**src/hdl/jfts_pkg.sv**
```systemverilog
// ----------------------------------------------------------------------------
// jfts_pkg
// Shared types, codes and constants of the JPEG frame type scanner.
// ----------------------------------------------------------------------------
package jfts_pkg;

  localparam int DATA_W = 8;
  localparam int SIZE_W = 20;
  localparam int SKIP_W = 16;
  localparam int PH_W   = 3;
  localparam int KIND_W = 2;

  localparam int MAX_BUFFER_BYTES_DEF = 524288;

  localparam logic [SIZE_W-1:0] POS_MAX = {SIZE_W{1'b1}};

  // scan phases
  localparam logic [PH_W-1:0] PH_SOI0 = 3'd0;
  localparam logic [PH_W-1:0] PH_SOI1 = 3'd1;
  localparam logic [PH_W-1:0] PH_LEAD = 3'd2;
  localparam logic [PH_W-1:0] PH_FILL = 3'd3;
  localparam logic [PH_W-1:0] PH_LENH = 3'd4;
  localparam logic [PH_W-1:0] PH_LENL = 3'd5;
  localparam logic [PH_W-1:0] PH_SKIP = 3'd6;

  // marker bytes
  localparam logic [DATA_W-1:0] MK_FF   = 8'hFF;
  localparam logic [DATA_W-1:0] MK_SOI  = 8'hD8;
  localparam logic [DATA_W-1:0] MK_SOS  = 8'hDA;
  localparam logic [DATA_W-1:0] MK_EOI  = 8'hD9;
  localparam logic [DATA_W-1:0] MK_ZERO = 8'h00;
  localparam logic [DATA_W-1:0] MK_TEM  = 8'h01;
  localparam logic [DATA_W-1:0] MK_RST0 = 8'hD0;
  localparam logic [DATA_W-1:0] MK_RST7 = 8'hD7;
  localparam logic [DATA_W-1:0] MK_SOF0 = 8'hC0;
  localparam logic [DATA_W-1:0] MK_SOF2 = 8'hC2;

  // result codes
  localparam logic [KIND_W-1:0] KIND_INVALID     = 2'd0;
  localparam logic [KIND_W-1:0] KIND_BASELINE    = 2'd1;
  localparam logic [KIND_W-1:0] KIND_PROGRESSIVE = 2'd2;

  typedef struct packed {
    logic [PH_W-1:0]   scan_phase;
    logic [SIZE_W-1:0] byte_position;
    logic [DATA_W-1:0] pending_marker;
    logic [DATA_W-1:0] length_high;
    logic [SKIP_W-1:0] skip_remaining;
    logic              verdict_given;
  } scan_state_t;

  localparam scan_state_t SCAN_STATE_RST = '{
    scan_phase:     PH_SOI0,
    byte_position:  '0,
    pending_marker: '0,
    length_high:    '0,
    skip_remaining: '0,
    verdict_given:  1'b0
  };

endpackage

```
**src/hdl/jpeg_frame_type_scanner.sv**
```systemverilog
// ----------------------------------------------------------------------------
// jpeg_frame_type_scanner
// Walks the marker segments of a JPEG buffer fed one byte per transfer and
// reports whether its first frame header is baseline or progressive. The block
// takes one byte per cycle unless stalled; a byte passes an input register
// and the marker walk logic, and any result is registered in an output
// register. The input register stalls only when a byte would produce a
// result while the output register still holds one that has not been taken.
// Exactly one result (0 invalid, 1 baseline, 2 progressive) is given per
// buffer, either as soon as the verdict is known or on the byte marked
// end_of_buffer; all scan state clears after that byte.
// ----------------------------------------------------------------------------
module jpeg_frame_type_scanner #(
  parameter int MAX_BUFFER_BYTES = jfts_pkg::MAX_BUFFER_BYTES_DEF
) (
  input  logic                          clk,
  input  logic                          rst_n,
  input  logic                          in_valid,
  output logic                          in_ready,
  input  logic [jfts_pkg::DATA_W-1:0]   in_data_byte,
  input  logic [jfts_pkg::SIZE_W-1:0]   in_total_size,
  input  logic                          in_end_of_buffer,
  output logic                          out_valid,
  input  logic                          out_ready,
  output logic [jfts_pkg::KIND_W-1:0]   out_frame_kind
);
  import jfts_pkg::*;

  logic              s1_valid_r;
  logic [DATA_W-1:0] s1_byte_r;
  logic [SIZE_W-1:0] s1_size_r;
  logic              s1_eob_r;
  scan_state_t       st_r;
  scan_state_t       st_nxt;
  logic              step_emit;
  logic [KIND_W-1:0] step_kind;
  logic              out_valid_r;
  logic [KIND_W-1:0] out_kind_r;
  logic              out_free;
  logic              s1_go;

  jfts_step #(
    .MAX_BUFFER_BYTES(MAX_BUFFER_BYTES)
  ) u_step (
    .cur           (st_r),
    .data_byte     (s1_byte_r),
    .total_size    (s1_size_r),
    .end_of_buffer (s1_eob_r),
    .nxt           (st_nxt),
    .emit          (step_emit),
    .kind          (step_kind)
  );

  assign out_free = !out_valid_r || out_ready;
  // hold the byte only if its result has nowhere to go
  assign s1_go    = s1_valid_r && (!step_emit || out_free);
  assign in_ready = !s1_valid_r || s1_go;

  always_ff @(posedge clk) begin
    if (!rst_n) begin
      s1_valid_r <= 1'b0;
    end else if (in_ready) begin
      s1_valid_r <= in_valid;
    end
  end

  always_ff @(posedge clk) begin
    if (in_ready && in_valid) begin
      s1_byte_r <= in_data_byte;
      s1_size_r <= in_total_size;
      s1_eob_r  <= in_end_of_buffer;
    end
  end

  always_ff @(posedge clk) begin
    if (!rst_n) begin
      st_r <= SCAN_STATE_RST;
    end else if (s1_go) begin
      st_r <= st_nxt;
    end
  end

  always_ff @(posedge clk) begin
    if (!rst_n) begin
      out_valid_r <= 1'b0;
    end else if (s1_go && step_emit) begin
      out_valid_r <= 1'b1;
    end else if (out_ready) begin
      out_valid_r <= 1'b0;
    end
  end

  always_ff @(posedge clk) begin
    if (s1_go && step_emit) begin
      out_kind_r <= step_kind;
    end
  end

  assign out_valid      = out_valid_r;
  assign out_frame_kind = out_kind_r;

endmodule

```
**src/hdl/jfts_step.sv**
```systemverilog
// ----------------------------------------------------------------------------
// jfts_step
// Next-state and verdict logic for one buffer byte.
// ----------------------------------------------------------------------------
module jfts_step #(
  parameter int MAX_BUFFER_BYTES = jfts_pkg::MAX_BUFFER_BYTES_DEF
) (
  input  jfts_pkg::scan_state_t             cur,
  input  logic [jfts_pkg::DATA_W-1:0]       data_byte,
  input  logic [jfts_pkg::SIZE_W-1:0]       total_size,
  input  logic                              end_of_buffer,
  output jfts_pkg::scan_state_t             nxt,
  output logic                              emit,
  output logic [jfts_pkg::KIND_W-1:0]       kind
);
  import jfts_pkg::*;

  logic              decided;
  logic [KIND_W-1:0] dec_kind;
  logic [SIZE_W:0]   size_x;
  logic [SIZE_W:0]   pos_x;
  logic [SIZE_W:0]   room;
  logic [SKIP_W-1:0] seg_len;
  logic [SKIP_W-1:0] skip_dec;
  logic              bad_size;
  logic              no_len_room;

  assign size_x      = {1'b0, total_size};
  assign pos_x       = {1'b0, cur.byte_position};
  assign bad_size    = (total_size < SIZE_W'(4)) ||
                       (size_x > (SIZE_W+1)'(MAX_BUFFER_BYTES)) ||
                       (cur.byte_position >= total_size);
  // fewer than two bytes left after this one
  assign no_len_room = (pos_x + (SIZE_W+1)'(3)) > size_x;
  // bytes from the length's high byte to the end of the buffer
  assign room        = size_x - pos_x + (SIZE_W+1)'(1);
  assign seg_len     = {cur.length_high, data_byte};
  assign skip_dec    = (cur.skip_remaining != '0) ? cur.skip_remaining - SKIP_W'(1)
                                                  : cur.skip_remaining;

  always_comb begin
    nxt      = cur;
    decided  = 1'b0;
    dec_kind = KIND_INVALID;
    if (!cur.verdict_given) begin
      if (bad_size) begin
        decided = 1'b1;
      end else begin
        unique case (cur.scan_phase)
          PH_SOI0: begin
            if (data_byte != MK_FF) decided = 1'b1;
            else nxt.scan_phase = PH_SOI1;
          end
          PH_SOI1: begin
            if (data_byte != MK_SOI) decided = 1'b1;
            else nxt.scan_phase = PH_LEAD;
          end
          PH_LEAD: begin
            if (data_byte != MK_FF) decided = 1'b1;
            else nxt.scan_phase = PH_FILL;
          end
          PH_FILL: begin
            priority if (data_byte == MK_FF) begin
              nxt.scan_phase = PH_FILL;
            end else if (data_byte == MK_SOS || data_byte == MK_EOI ||
                         data_byte == MK_ZERO) begin
              decided = 1'b1;
            end else if (data_byte == MK_TEM ||
                         (data_byte >= MK_RST0 && data_byte <= MK_RST7)) begin
              nxt.scan_phase = PH_LEAD;
            end else if (no_len_room) begin
              decided = 1'b1;
            end else begin
              nxt.pending_marker = data_byte;
              nxt.scan_phase     = PH_LENH;
            end
          end
          PH_LENH: begin
            nxt.length_high = data_byte;
            nxt.scan_phase  = PH_LENL;
          end
          PH_LENL: begin
            priority if (seg_len < SKIP_W'(2) ||
                         {{(SIZE_W+1-SKIP_W){1'b0}}, seg_len} > room) begin
              decided = 1'b1;
            end else if (cur.pending_marker == MK_SOF0) begin
              decided  = 1'b1;
              dec_kind = KIND_BASELINE;
            end else if (cur.pending_marker == MK_SOF2) begin
              decided  = 1'b1;
              dec_kind = KIND_PROGRESSIVE;
            end else if (seg_len == SKIP_W'(2)) begin
              nxt.scan_phase = PH_LEAD;
            end else begin
              nxt.skip_remaining = seg_len - SKIP_W'(2);
              nxt.scan_phase     = PH_SKIP;
            end
          end
          PH_SKIP: begin
            nxt.skip_remaining = skip_dec;
            if (skip_dec == '0) nxt.scan_phase = PH_LEAD;
          end
          default: begin
            decided = 1'b1;
          end
        endcase
      end
    end

    nxt.verdict_given = cur.verdict_given | decided;
    if (end_of_buffer) begin
      nxt = SCAN_STATE_RST;
    end else if (cur.byte_position != POS_MAX) begin
      nxt.byte_position = cur.byte_position + SIZE_W'(1);
    end
  end

  // one result per buffer: at the verdict, or on the last byte
  assign emit = !cur.verdict_given && (decided || end_of_buffer);
  assign kind = decided ? dec_kind : KIND_INVALID;

endmodule

```
**config.mk**
```make
export PLATFORM = sky130hd
export DESIGN_NAME = jpeg_frame_type_scanner
export DESIGN_NICKNAME = d
export VERILOG_FILES = /design/src/hdl/jfts_pkg.sv /design/src/hdl/jpeg_frame_type_scanner.sv /design/src/hdl/jfts_step.sv
export SDC_FILE = /design/constraint.sdc
export NUM_CORES = 1
export LEC_CHECK = 0
export BUFFER_PORTS_ARGS = -buffer_cell sky130_fd_sc_hd__buf_2
export CAP_MARGIN = 40
export CORE_MARGIN = 4
export CORE_UTILIZATION = 63
export CTS_CLUSTER_DIAMETER = 30
export DETAILED_ROUTE_END_ITERATION = 8
export PLACE_DENSITY = 0.93
export SETUP_SLACK_MARGIN = 0.3
export SYNTH_ARGS = -nofsm -noshare
export SYNTH_HDL_FRONTEND = slang
export SYNTH_SLANG_ARGS = --single-unit
```
**constraint.sdc**
```tcl
create_clock -name clk -period 7.8 [get_ports clk]
set_clock_uncertainty 0.1 [all_clocks]
set_input_delay 0.78 -clock clk [delete_from_list [all_inputs] [get_ports clk]]
set_output_delay 0.78 -clock clk [all_outputs]
set_load 0.01 [all_outputs]
```
[Word-level counts from Yosys, hierarchy flattened]
Index checks and enable logic that the tools add are counted.
Word-level totals
  bits in registers: 89
  bits in latches: 0
  RAM bits: 0
  ROM bits: 0
  bits of input ports: 33
  word-level logic and storage cells: 149
  memories kept: 0
Operators by class
  add/subtract/negate cells: 6
  multipliers: 0
  div/mod/pow operators: 0
  magnitude comparators: 8
  equality and inequality tests: 32
  shift-type cells: 0
  multiplexer cells: 49
  bitwise operators: 3
  reductions and logical operators: 38
Operators with widths (count)
  two-way mux 16 bit: 5
  two-way mux 32 bit: 2
  two-way mux 8 bit: 6
  two-way mux 3 bit: 15
  equality test 8 bit (second input constant): 5
  two-way mux 20 bit: 2
  two-way mux 33 bit: 1
  one-hot mux 16 bit (2 select lines): 1
  adder 20 x 2 -> 21 bit (second input constant): 1
  adder 21 x 1 -> 21 bit (second input constant): 1
  greater-than comparator 16 x 21 -> 1 bit: 1
  greater-than comparator 21 x 20 -> 1 bit: 1
  != test 3 bit (second input constant): 7
  one-hot mux 3 bit (7 select lines): 1
  subtractor 20 x 20 -> 21 bit: 1
  adder 20 x 1 -> 20 bit (second input constant): 1
  greater-or-equal comparator 20 bit: 1
  greater-than comparator 20 bit (second input constant): 1
  less-than comparator 20 x 3 -> 1 bit (second input constant): 1
  != test 20 bit (second input constant): 1
  equality test 16 x 2 -> 1 bit (second input constant): 1
  logical NOT 16 bit: 1
  less-than comparator 16 x 2 -> 1 bit (second input constant): 1
  != test 8 bit (second input constant): 2
  other kinds (33): 76

[Longest topological paths before layout]
Gate-level depths: netlist (run 1).
  word-level depth: 16
  gate-level depth with buffers: 23
  depth with buffers taken out: 22

[By module]
From an unflattened synthesis (run 1), not the netlist that was laid out.
Unflattened totals
  cell total of the unflattened synthesis: 1088
  area total of the unflattened synthesis: 8687.1 um^2
By module, submodules not included
  jfts_step: times used 1, cells an instance 803, area an instance 5417.7 um^2, seq. area each 0.0 um^2
  jpeg_frame_type_scanner: times used 1, cells an instance 285, area an instance 3269.4 um^2, seq. area each 2092.0 um^2

[Least setup slack after synthesis (run 1)]
Ideal clock, no wire load.
  path type: reg-to-reg
  start point: register s1_size_r[1]
  end point: register s1_byte_r[0], enable pin
  data arrival time: 6.184 ns
  data required time: 7.240 ns
  path slack: 1.055 ns
  stages on the path, launching flop included: 22
  path buffers: 0
  clock period less this slack: 6.745 ns
  cells stage by stage: edfxtp_1 inv_1 ha_1 inv_1 ha_1 fa_1 nand4_1 o21ai_0 o31a_1 a21oi_1 o21ai_0 xnor2_1 ha_1 a21o_1 a211o_1 a211oi_1 a32oi_1 nand4_1 nand3b_1 a21oi_1 o31a_1 a21boi_0
Between the ends
  cells in the longest elaborated chain, start to end: 15
  elaborated cells on any way between the ends: 25
  those cells by class: add/sub (2); order compare (5); mux (8); reduce/logical (10)
Ends and longest elaborated chain
  start, declared: RTL line jpeg_frame_type_scanner.sv:31  | logic [SIZE_W-1:0] s1_size_r;
  start signal, assigned: RTL line jpeg_frame_type_scanner.sv:70  | s1_size_r <= in_total_size;
  subtractor 20 x 20 -> 21 bit or greater-than comparator 21 x 20 -> 1 bit (tied branches): RTL line jfts_step.sv:36, jfts_step.sv:34
  adder 21 x 1 -> 21 bit or two-way mux 1 bit (tied branches): RTL line jfts_step.sv:36, jfts_step.sv:71
  greater-than comparator 16 x 21 -> 1 bit or two-way mux 1 bit (tied branches): RTL line jfts_step.sv:84, jfts_step.sv:68
  logical OR 1 bit or two-way mux 1 bit (tied branches): RTL line jfts_step.sv:83, jfts_step.sv:65
  two-way mux 1 bit, on equally long branches: RTL line jfts_step.sv:83, jfts_step.sv:63
  one-hot mux 1 bit (5 select lines): RTL line jfts_step.sv:49  | unique case (cur.scan_phase)
  two-way mux 1 bit *: RTL line jfts_step.sv:46  | if (bad_size) begin
  two-way mux 1 bit *: RTL line jfts_step.sv:45  | if (!cur.verdict_given) begin
  logical OR 1 bit *: RTL line jfts_step.sv:119  | assign emit = !cur.verdict_given && (decided || end_of_buffer);
  logical AND 1 bit *: RTL line jfts_step.sv:119
  logical NOT 1 bit *: RTL line jpeg_frame_type_scanner.sv:56  | assign s1_go = s1_valid_r && (!step_emit || out_free);
  logical OR 1 bit *: RTL line jpeg_frame_type_scanner.sv:56
  logical AND 1 bit *: RTL line jpeg_frame_type_scanner.sv:56
  logical OR 1 bit *: RTL line jpeg_frame_type_scanner.sv:57  | assign in_ready = !s1_valid_r || s1_go;
  logical AND 1 bit *: RTL line jpeg_frame_type_scanner.sv:68  | if (in_ready && in_valid) begin
  end signal, assigned: RTL line jpeg_frame_type_scanner.sv:69  | s1_byte_r <= in_data_byte;
  end, declared: RTL line jpeg_frame_type_scanner.sv:30  | logic [DATA_W-1:0] s1_byte_r;
Mark *: on every way between the ends. The rest lies on a longest branch, timed or not.
A chain may end at the register's enable or synchronous reset.

[Final worst setup path (run 1)]
  start point: register s1_size_r[1]
  end point: output in_ready
Between the ends
  cells in the longest elaborated chain, start to end: 14
  elaborated cells on any way between the ends: 24
  those cells by class: add/sub (2); order compare (5); mux (8); reduce/logical (9)
Ends and longest elaborated chain
  subtractor 20 x 20 -> 21 bit or greater-than comparator 21 x 20 -> 1 bit (tied branches): RTL line jfts_step.sv:36, jfts_step.sv:34
  adder 21 x 1 -> 21 bit or two-way mux 1 bit (tied branches): RTL line jfts_step.sv:36, jfts_step.sv:71
  greater-than comparator 16 x 21 -> 1 bit or two-way mux 1 bit (tied branches): RTL line jfts_step.sv:84, jfts_step.sv:68
  logical OR 1 bit or two-way mux 1 bit (tied branches): RTL line jfts_step.sv:83, jfts_step.sv:65
  two-way mux 1 bit, on equally long branches: RTL line jfts_step.sv:83, jfts_step.sv:63
  one-hot mux 1 bit (5 select lines): RTL line jfts_step.sv:49
  two-way mux 1 bit *: RTL line jfts_step.sv:46
  two-way mux 1 bit *: RTL line jfts_step.sv:45
  logical OR 1 bit *: RTL line jfts_step.sv:119
  logical AND 1 bit *: RTL line jfts_step.sv:119
  logical NOT 1 bit *: RTL line jpeg_frame_type_scanner.sv:56
  logical OR 1 bit *: RTL line jpeg_frame_type_scanner.sv:56
  logical AND 1 bit *: RTL line jpeg_frame_type_scanner.sv:56
  logical OR 1 bit *: RTL line jpeg_frame_type_scanner.sv:57
  end, declared: RTL line jpeg_frame_type_scanner.sv:19  | output logic in_ready,
Marks and branches as above.

==> results.py, run 1 <==
metrics = {
    "finish": {
        "area_growth_pct": 7.82,
        "drive_gt1_frac": 0.0879,
        "final_cell_mix": "nand2_1 (124), ha_1 (99), inv_1 (59)",
        "multi_input_area_sq_mm": 0.00543,
        "fin_area_sq_mm": 0.00854,
        "utilization": 0.702,
        "finalNetCount": 1096,
        "antenna_cells": 0,
        "layout_commonest_cell": "nand2_1",
        "register_area_sq_mm": 0.00209,
        "fill_cells": 933,
        "fin_cells": 1135,
    },
    "min_path": {
        "min_to": "st_r[32]",
        "hp-class": "reg -> reg",
        "min-delay-start": "st_r[32]",
        "hold_depth": 2,
    },
    "flow_run": {
        "drv_cap": 0,
    },
    "clock_tree": {
        "path_clk_slew_ns": 0.07,
        "cts-resized-gates": 0,
        "cts_buffers": 9,
        "cts-root-buf": "clkbuf_16",
        "postCtsHoldBufs": 0,
        "cts_max_path_buffers": 2,
        "clock_sinks": 89,
        "htreeDepth": 3,
        "cts_tree": "yes",
        "cts_setup_buffers": 0,
        "worstSkewPairLatency_ns": 0.36,
    },
    "worst_setup_path": {
        "critPathArrivalTime_ns": 5.37,
        "r2r_slack_ns": 2.27,
        "cp-start-kind": "flip-flop",
        "worstRegToRegCells": 21,
        "worstPathMaxFanout": 5,
        "crit_type": "reg -> out",
        "required_ns": 6.92,
        "end_kind": "primary output",
        "r2r-end": "out_frame_kind[1]",
        "timing.rr.start": "s1_size_r[1]",
    },
    "routing": {
        "viasPerCell": 6.52,
        "drc": 0,
        "first_pass_iters": 5,
        "vias": 7401,
        "ant_nets": 0,
        "wl_per_cell_microns": 18.6,
        "wirelength_microns": 21100,
        "dr.first_iter.drc_count": 574,
    },
    "grt": {
        "track_usage": 0.301,
        "grt_overflow": 0,
        "grt_pass1_wl_microns": 35100,
        "antenna_found_initial": 0,
        "grt_pass1_vias": 7280,
        "grt_max_degree": 33,
    },
    "die": {
        "core_sq_mm": 0.0122,
        "core.rowCount": 40,
        "die_h_microns": 120,
        "pin_count": 37,
        "fp.dieArea_sq_mm": 0.0144,
        "chipWidth_microns": 120,
        "initial_core_util": 0.651,
    },
    "logic_synthesis": {
        "syn_area_sq_mm": 0.00792,
        "synthesis.nets": 1085,
        "yosysUniqueCellTypes": 78,
        "postSynth.asyncResetShare": 0,
        "synth_warnings": 0,
        "yosysTopAreaCell": "ha_1",
        "syn_avg_cell_area_sq_um": 8.33,
        "synth.area.top_cells": "ha_1 (16%), dfxtp_1 (15%), edfxtp_1 (12%), nand2_1 (5.9%), xnor2_1 (4.4%)",
        "ys.flop_type": "dfxtp_1",
        "synth_top_area_frac": 0.156,
        "synth-seq-cells": 89,
        "yosysSeqAreaShare": 0.264,
        "synth_edf_count": 31,
        "synth_cells": 951,
    },
    "pwr": {
        "p_total_mw": 1.22,
        "ir_drop_mv": 0.134,
        "power_density_mw_per_mm2": 143,
        "p_leak_nw": 3.63,
    },
    "sta": {
        "worst-slew-pin-transition_ns": 0.887,
        "final-max-slew-violation-count": 0,
        "rsz0062_at_grt": "false",
        "fin_crit_sh": 0.801,
        "hold_violations": 0,
        "finalSetupTns_ns": 0,
        "fin_crit_ns": 6.25,
        "relSlewSlack": 0.403,
        "setup_viol": 0,
        "fmax_mhz": 160,
    },
    "outcome": {
        "outcome": "finished, final reports clean",
    },
    "placement": {
        "dpl.hpwl_microns": 16200,
        "postPlaceCellArea_sq_mm": 0.00822,
        "place_congestion": 0.995,
        "dp_cells": 1119,
        "numPortBuffers": 36,
    },
}
[per-layer routing]
layer,share of wire,GRT usage,vias to the layer above
met5,0,0,-
met4,0.034,0.138,0
met3,0.094,0.0796,75
met2,0.48,0.500,390
met1,0.39,0.363,3406
li1,-,-,3530
[worst max path at each step]
stage / cells past startpoint / slack (ns) / from / end
floorplan: 21 / 1.06 / s1_size_r[1] / s1_byte_r[0]
global placement: 21 / 2.14 / s1_size_r[1] / s1_byte_r[0]
detailed placement: 22 / 2.03 / s1_size_r[1] / in_ready
CTS: 22 / 1.61 / s1_size_r[1] / in_ready
global route: 22 / 0.96 / st_r[41] / in_ready
finish: 22 / 1.55 / s1_size_r[1] / in_ready
[through the flow]
stage / setup WS, ns / hold WS [ns]
finish: 1.55 / 0.358
global route: 0.960 / 0.386
CTS: 1.61 / 0.359
floorplan: 1.06 / 0.334
global placement: 2.14 / 0.342
detailed placement: 2.03 / 0.349
[worst max-delay path, cell delays in order, from the launching register on]
cell and delay, ns:
edfxtp_1 0.40, inv_1 0.10, ha_1 0.31, inv_1 0.05, ha_1 0.22, fa_1 0.42
nand4_1 0.12, o21ai_0 0.12, o31a_1 0.35, a21oi_1 0.26, o21ai_0 0.15, xnor2_1 0.16
ha_1 0.30, nand3_1 0.11, nor4_1 0.45, o31ai_1 0.15, a32oi_1 0.19, nand4_1 0.17
nand3b_1 0.22, a21oi_1 0.21, o31a_1 0.30, nand2_1 0.09, buf_2 0.15
[logic make-up (layout without fill, tap and decap cells)]
kind of cell | Yosys count | after routing | share of synthesized area
adders and majority gates | 101 | 101 | 0.161
muxes | 34 | 34 | 0.0430
xor gates and xnor gates | 50 | 50 | 0.0553
AOI/OAI and AO/OA | 209 | 209 | 0.180
and+or+nand+nor | 365 | 365 | 0.244
DFF | 89 | 89 | 0.264
buffers and inverters | 103 | 119 | 0.0521
[where the power goes]
part,internal [mW],switching [mW]
combinational,0.0951,0.146
sequential,0.492,0.0183
clock,0.282,0.190
[state kept, by name, indices dropped and copies added, names as in the netlist]
signal,flops
out_frame_kind,2
s1_eob_r,1
s1_byte_r,8
s1_valid_r,1
st_r,56
out_valid,1
s1_size_r,20
[area by class of cell]
class	instances	share of cell area
timing repair buffer	43	0.0311
clock buffer	10	0.0268
tap	168	0.0246
clock inverter	6	0.0107
multi-input combinational	759	0.635
inverter	60	0.0264
sequential	89	0.245
[cell usage after synthesis (4+ instances only)]
cell type,instances
xor2_1,10
o21ai_0,44
dfxtp_1,58
nor2b_1,8
nor2_1,47
buf_2,6
a21oi_1,51
mux2i_1,34
and4_1,7
edfxtp_1,31
or4_1,4
ha_1,99
o211ai_1,9
and3_1,17
nor4_1,20
or3_1,6
a211oi_1,11
o21a_1,11
a22o_1,6
o31a_1,5
a41o_1,5
nand2_1,124
and2_1,7
xnor2_1,40
nand3_1,26
clkbuf_1,31
inv_1,59
a31oi_1,7
nor3_1,28
a21o_1,8
nand4_1,32
a211o_1,9
o2bb2ai_1,5
a31o_2,8
nand2b_1,8
(Power assumes the default switching activity.)
==> inputs of run 2 (changes only) <==
Clock period 7.8 ns to 6 ns, I/O delays scaled along.
==> results.py, run 2 (synthesized netlist as in run 1, its figures left out) <==
metrics = {
    "clock_tree": {
        "cts_buffers": 9,
        "cts_tree": "yes",
        "path_clk_slew_ns": 0.06,
        "worstSkewPairLatency_ns": 0.36,
        "htreeDepth": 3,
        "postCtsHoldBufs": 0,
        "clock_sinks": 89,
        "cts_max_path_buffers": 2,
        "cts-root-buf": "clkbuf_16",
    },
    "finish": {
        "top_register": "st_r",
        "fin_cells": 1145,
        "drive_gt1_frac": 0.118,
        "multi_input_area_sq_mm": 0.00551,
        "final_cell_mix": "nand2_1 (124), ha_1 (94), inv_1 (58)",
        "fill_cells": 943,
        "antenna_cells": 0,
        "largest_reg_flops": 56,
        "utilization": 0.710,
        "register_area_sq_mm": 0.00209,
        "layout_commonest_cell": "nand2_1",
        "top_regs": "st_r: 56 flops, s1_size_r: 20 flops, s1_byte_r: 8 flops",
        "area_growth_pct": 8.99,
        "finalNetCount": 1106,
    },
    "routing": {
        "wirelength_microns": 22000,
        "first_pass_iters": 5,
        "viasPerCell": 6.62,
        "dr.first_iter.drc_count": 842,
        "ant_nets": 0,
        "drc": 0,
        "vias": 7580,
        "wl_per_cell_microns": 19.2,
    },
    "placement": {
        "place_congestion": 1.01,
        "place_ws_ns": 0.420,
        "dpl.hpwl_microns": 16400,
        "numPortBuffers": 36,
        "dp_cells": 1121,
    },
    "worst_setup_path": {
        "worstRegToRegCells": 21,
        "crit_type": "reg -> out",
        "cp-start-kind": "flip-flop",
        "crit_slowest_cell": "nor4_2",
        "worstPathMaxFanout": 8,
        "required_ns": 5.30,
        "r2r_slack_ns": 0.71,
        "slowest_delay_ns": 0.80,
        "end_kind": "primary output",
        "worstPathCellList": "inv_1, ha_1, nor4_2, nand3_1, xnor2_1, ha_1, nand4_1, nor4_1, o21ai_0, a41oi_1, o21ai_0, nand2_1, o31a_1, nand2_1, buf_2",
        "critPathArrivalTime_ns": 4.75,
    },
    "die": {
        "pin_count": 37,
        "fp.dieArea_sq_mm": 0.0144,
        "chipWidth_microns": 120,
        "initial_core_util": 0.651,
        "core_sq_mm": 0.0122,
        "die_h_microns": 120,
        "core.rowCount": 40,
    },
    "sta": {
        "layout_setup_ws_ns": 0.551,
        "final-max-slew-violation-count": 0,
        "fmax_mhz": 184,
        "relSlewSlack": 0.374,
        "worst-slew-pin-transition_ns": 0.931,
        "rsz0062_at_grt": "false",
        "finalSetupTns_ns": 0,
        "setup_viol": 0,
        "fin_crit_sh": 0.908,
        "hold_violations": 0,
        "fin_crit_ns": 5.45,
    },
    "flow_run": {
        "drv_cap": 0,
    },
    "pwr": {
        "power_density_mw_per_mm2": 179,
        "p_leak_nw": 3.66,
        "ir_drop_mv": 0.166,
    },
    "min_path": {
        "hold_depth": 1,
        "hp-class": "in -> reg",
    },
    "grt": {
        "track_usage": 0.302,
        "antenna_found_initial": 0,
        "grt_max_degree": 40,
        "grt_pass1_vias": 7302,
        "grt_pass1_wl_microns": 35100,
        "grt_overflow": 0,
    },
    "outcome": {
        "outcome": "finished, final reports clean",
    },
}
[run 2: cell types whose count changed in the layout (fill, tap and decap cells not counted), sizes merged]
cell      before  now
clkinvlp       3    1
clkinv         1    2
clkbuf        10   12
buf           43   53
inv           60   61
bufinv         2    0
[run 2: final timing paths]
| kind | endpoint | start |
|---|---|---|
| hold reg to reg | st_r[29] | st_r[29] |
| setup / recovery | in_ready | st_r[34] |
| hold / removal | s1_size_r[12] | in_total_size[12] |
| setup reg to reg | s1_byte_r[2] | s1_size_r[8] |
[run 2: cell type report]
class / instances / share of cell area
clock inverter: 4 / 0.00290
multi-input combinational: 759 / 0.638
tap: 168 / 0.0244
sequential: 89 / 0.243
timing repair buffer: 53 / 0.0357
inverter: 60 / 0.0265
clock buffer: 12 / 0.0299
[run 2: critical path: cells and delay by family, from the launching register on]
family / cells / cell delay, ns
compound gates: 4 / 0.96
xor+xnor: 1 / 0.19
fa+ha+maj: 2 / 0.66
buf+inv: 2 / 0.29
flops: 1 / 0.51
simple gates: 6 / 1.76
[run 2: through the flow]
| stage | hold WS [ns] | total power, mW | area, sq um |
|---|---|---|---|
| global route | 0.304 | 1.62 | 8630 |
| floorplan | 0.334 | 0.894 | 7920 |
| global placement | 0.345 | 0.973 | 8190 |
| finish | 0.313 | 1.55 | 8630 |
| CTS | 0.305 | 1.53 | 8500 |
| detailed placement | 0.356 | 0.979 | 8200 |
[run 2: routing by layer]
layer,up-vias,GRT usage,part of all wire
met4,0,0.157,0.045
met1,3512,0.366,0.39
met3,81,0.0584,0.095
met5,-,0,0
li1,3560,-,-
met2,427,0.509,0.47
[run 2: where the power goes]
group / switching (mW) / internal, mW / total (mW)
Clock: 0.247 / 0.307 / 0.554
Combinational: 0.199 / 0.129 / 0.328
Sequential: 0.0239 / 0.640 / 0.664
Total: 0.470 / 1.08 / 1.55
[run 2: what timing repair did]
action,4_1_cts,5_1_grt
buffers inserted,1,7
pin swaps,2,10
resized for setup,2,24
setup endpoints to repair,1,32
==> inputs of run 3 (changes only) <==
Settings changed: GPL_TIMING_DRIVEN from default to 0.
==> results.py, run 3 (synthesized netlist as in run 1, its figures left out) <==
metrics = {
    "finish": {
        "antenna_cells": 0,
        "utilization": 0.727,
        "top_regs": "st_r: 56 flops, s1_size_r: 20 flops, s1_byte_r: 8 flops",
        "largest_reg_flops": 56,
        "final_cell_mix": "nand2_1 (124), ha_1 (96), inv_1 (59)",
        "drive_gt1_frac": 0.113,
        "top_register": "st_r",
        "fin_cells": 1179,
        "area_growth_pct": 11.7,
        "layout_commonest_cell": "nand2_1",
        "finalNetCount": 1140,
    },
    "clock_tree": {
        "cts_max_path_buffers": 2,
        "cts_tree": "yes",
        "postCtsHoldBufs": 0,
        "htreeDepth": 3,
        "cts-root-buf": "clkbuf_16",
        "worstSkewPairLatency_ns": 0.36,
        "path_clk_slew_ns": 0.07,
        "clock_sinks": 89,
        "cts_buffers": 9,
    },
    "pwr": {
        "p_seq_frac": 0.380,
        "combPwrFrac": 0.201,
        "p_leak_nw": 3.74,
        "p_sw_frac": 0.291,
        "p_sw_mw": 0.504,
        "p_clk_frac": 0.418,
        "ir_drop_mv": 0.191,
        "intPower_mw": 1.23,
        "power_density_mw_per_mm2": 196,
    },
    "die": {
        "fp.dieArea_sq_mm": 0.0144,
        "pin_count": 37,
        "core.rowCount": 40,
        "die_h_microns": 120,
        "chipWidth_microns": 120,
        "initial_core_util": 0.651,
        "core_sq_mm": 0.0122,
    },
    "sta": {
        "fmax_mhz": 181,
        "hold_violations": 0,
        "worst-slew-pin-transition_ns": 0.795,
        "relSlewSlack": 0.470,
        "setup_viol": 0,
        "rsz0062_at_grt": "false",
        "final-max-slew-violation-count": 0,
        "fin_crit_ns": 5.54,
        "fin_crit_sh": 0.923,
        "finalSetupTns_ns": 0,
    },
    "grt": {
        "grt_overflow": 0,
        "grt_pass1_vias": 7653,
        "grt_pass1_wl_microns": 37600,
        "grt_max_degree": 29,
        "track_usage": 0.325,
        "antenna_found_initial": 0,
    },
    "worst_setup_path": {
        "worstRegToRegCells": 23,
        "worstPathMaxFanout": 3,
        "slowest_delay_ns": 0.39,
        "crit_type": "reg -> out",
        "required_ns": 5.30,
        "worstPathCellList": "inv_1, ha_1, inv_1, ha_2, fa_2, nand4_1, o21ai_1, o31a_1, a21oi_2, o21ai_1, xnor2_1, ha_1, a21o_1, a211o_1, a211oi_2, a32oi_1, nand4_1, nand3b_1, a21oi_2, o31a_1, nand2_1, buf_2",
        "end_kind": "primary output",
        "cp-start-kind": "flip-flop",
        "crit_slowest_cell": "edfxtp_1",
        "timing.rr.start": "s1_size_r[1]",
        "r2r-end": "st_r[35]",
        "critPathArrivalTime_ns": 4.84,
        "r2r_slack_ns": 0.70,
    },
    "routing": {
        "wl_met1_microns": 8880,
        "dr.first_iter.drc_count": 913,
        "wl_per_cell_microns": 20.0,
        "vias": 7916,
        "viasPerCell": 6.71,
        "wl_met2_microns": 11100,
        "route.met3.wl_microns": 2300,
        "top_layer": "met4",
        "drc": 0,
        "first_pass_iters": 9,
        "ant_nets": 0,
        "wirelength_microns": 23600,
    },
    "min_path": {
        "hold_depth": 1,
        "hp-class": "in -> reg",
        "min-delay-start": "in_total_size[1]",
        "min_to": "s1_size_r[1]",
    },
    "placement": {
        "numPortBuffers": 35,
        "dp_cells": 1155,
        "place_congestion": 1.03,
        "dpl.hpwl_microns": 17600,
    },
    "flow_run": {
        "drv_cap": 0,
    },
    "outcome": {
        "outcome": "finished, final reports clean",
    },
}
[run 3: metal layers]
layer / track usage / vias up
met5: 0 / -
met4: 0.195 / 0
met3: 0.0655 / 138
met2: 0.545 / 525
met1: 0.382 / 3641
li1: - / 3612
[run 3: worst max-delay path by stage]
stage            startpoint           end  cells after the start
2_1_floorplan  s1_size_r[1]  s1_byte_r[0]                     21
3_3_place_gp   s1_size_r[1]  s1_byte_r[0]                     21
3_5_place_dp   s1_size_r[1]      in_ready                     22
4_1_cts            st_r[41]      in_ready                     22
5_1_grt        s1_size_r[4]      in_ready                     20
6_report       s1_size_r[1]      in_ready                     22
[run 3: what timing repair did]
| item | in CTS | in global routing |
|---|---|---|
| setup endpoints to repair | 1 | 24 |
| resized for setup | 3 | 20 |
| setup buffers | 3 | 5 |
| pin swaps | 3 | 9 |
[run 3: final cells by class]
class	instances	area [sq um]
Buffer	43	188
Clock buffer	9	225
Clock inverter	7	146
Fill cell	869	3320
Inverter	60	229
Multi-Input combinational cell	759	5500
Sequential cell	89	2090
Tap cell	168	210
Timing Repair Buffer	44	255
[run 3: critical path, delay by kind of cell (launching register included)]
kind	cells	cell delay, ns
compound gates	10	1.79
xor+xnor	1	0.24
fa+ha+maj	4	1.19
buf+inv	3	0.29
flops	1	0.39
simple gates	4	0.58
[run 3: power by group through the flow]
stage | Clock, mW | Sequential (mW) | Combinational, mW
6_report | 0.724 | 0.658 | 0.348
5_1_grt | 0.749 | 0.658 | 0.380
4_1_cts | 0.721 | 0.656 | 0.326
3_5_place_dp | 0 | 0.670 | 0.317
3_3_place_gp | 0 | 0.670 | 0.305
2_1_floorplan | 0 | 0.663 | 0.231
[run 3: stage by stage]
step	hold WS [ns]	area (sq um)	worst slack (ns)	total power, mW
after floorplan	0.334	7920	0.560	0.894
after global placement	0.349	8310	-0.410	0.975
after detailed placement	0.352	8340	0.217	0.988
after CTS	0.306	8740	0.314	1.70
after global routing	0.307	8850	0.247	1.79
final	0.308	8850	0.464	1.73
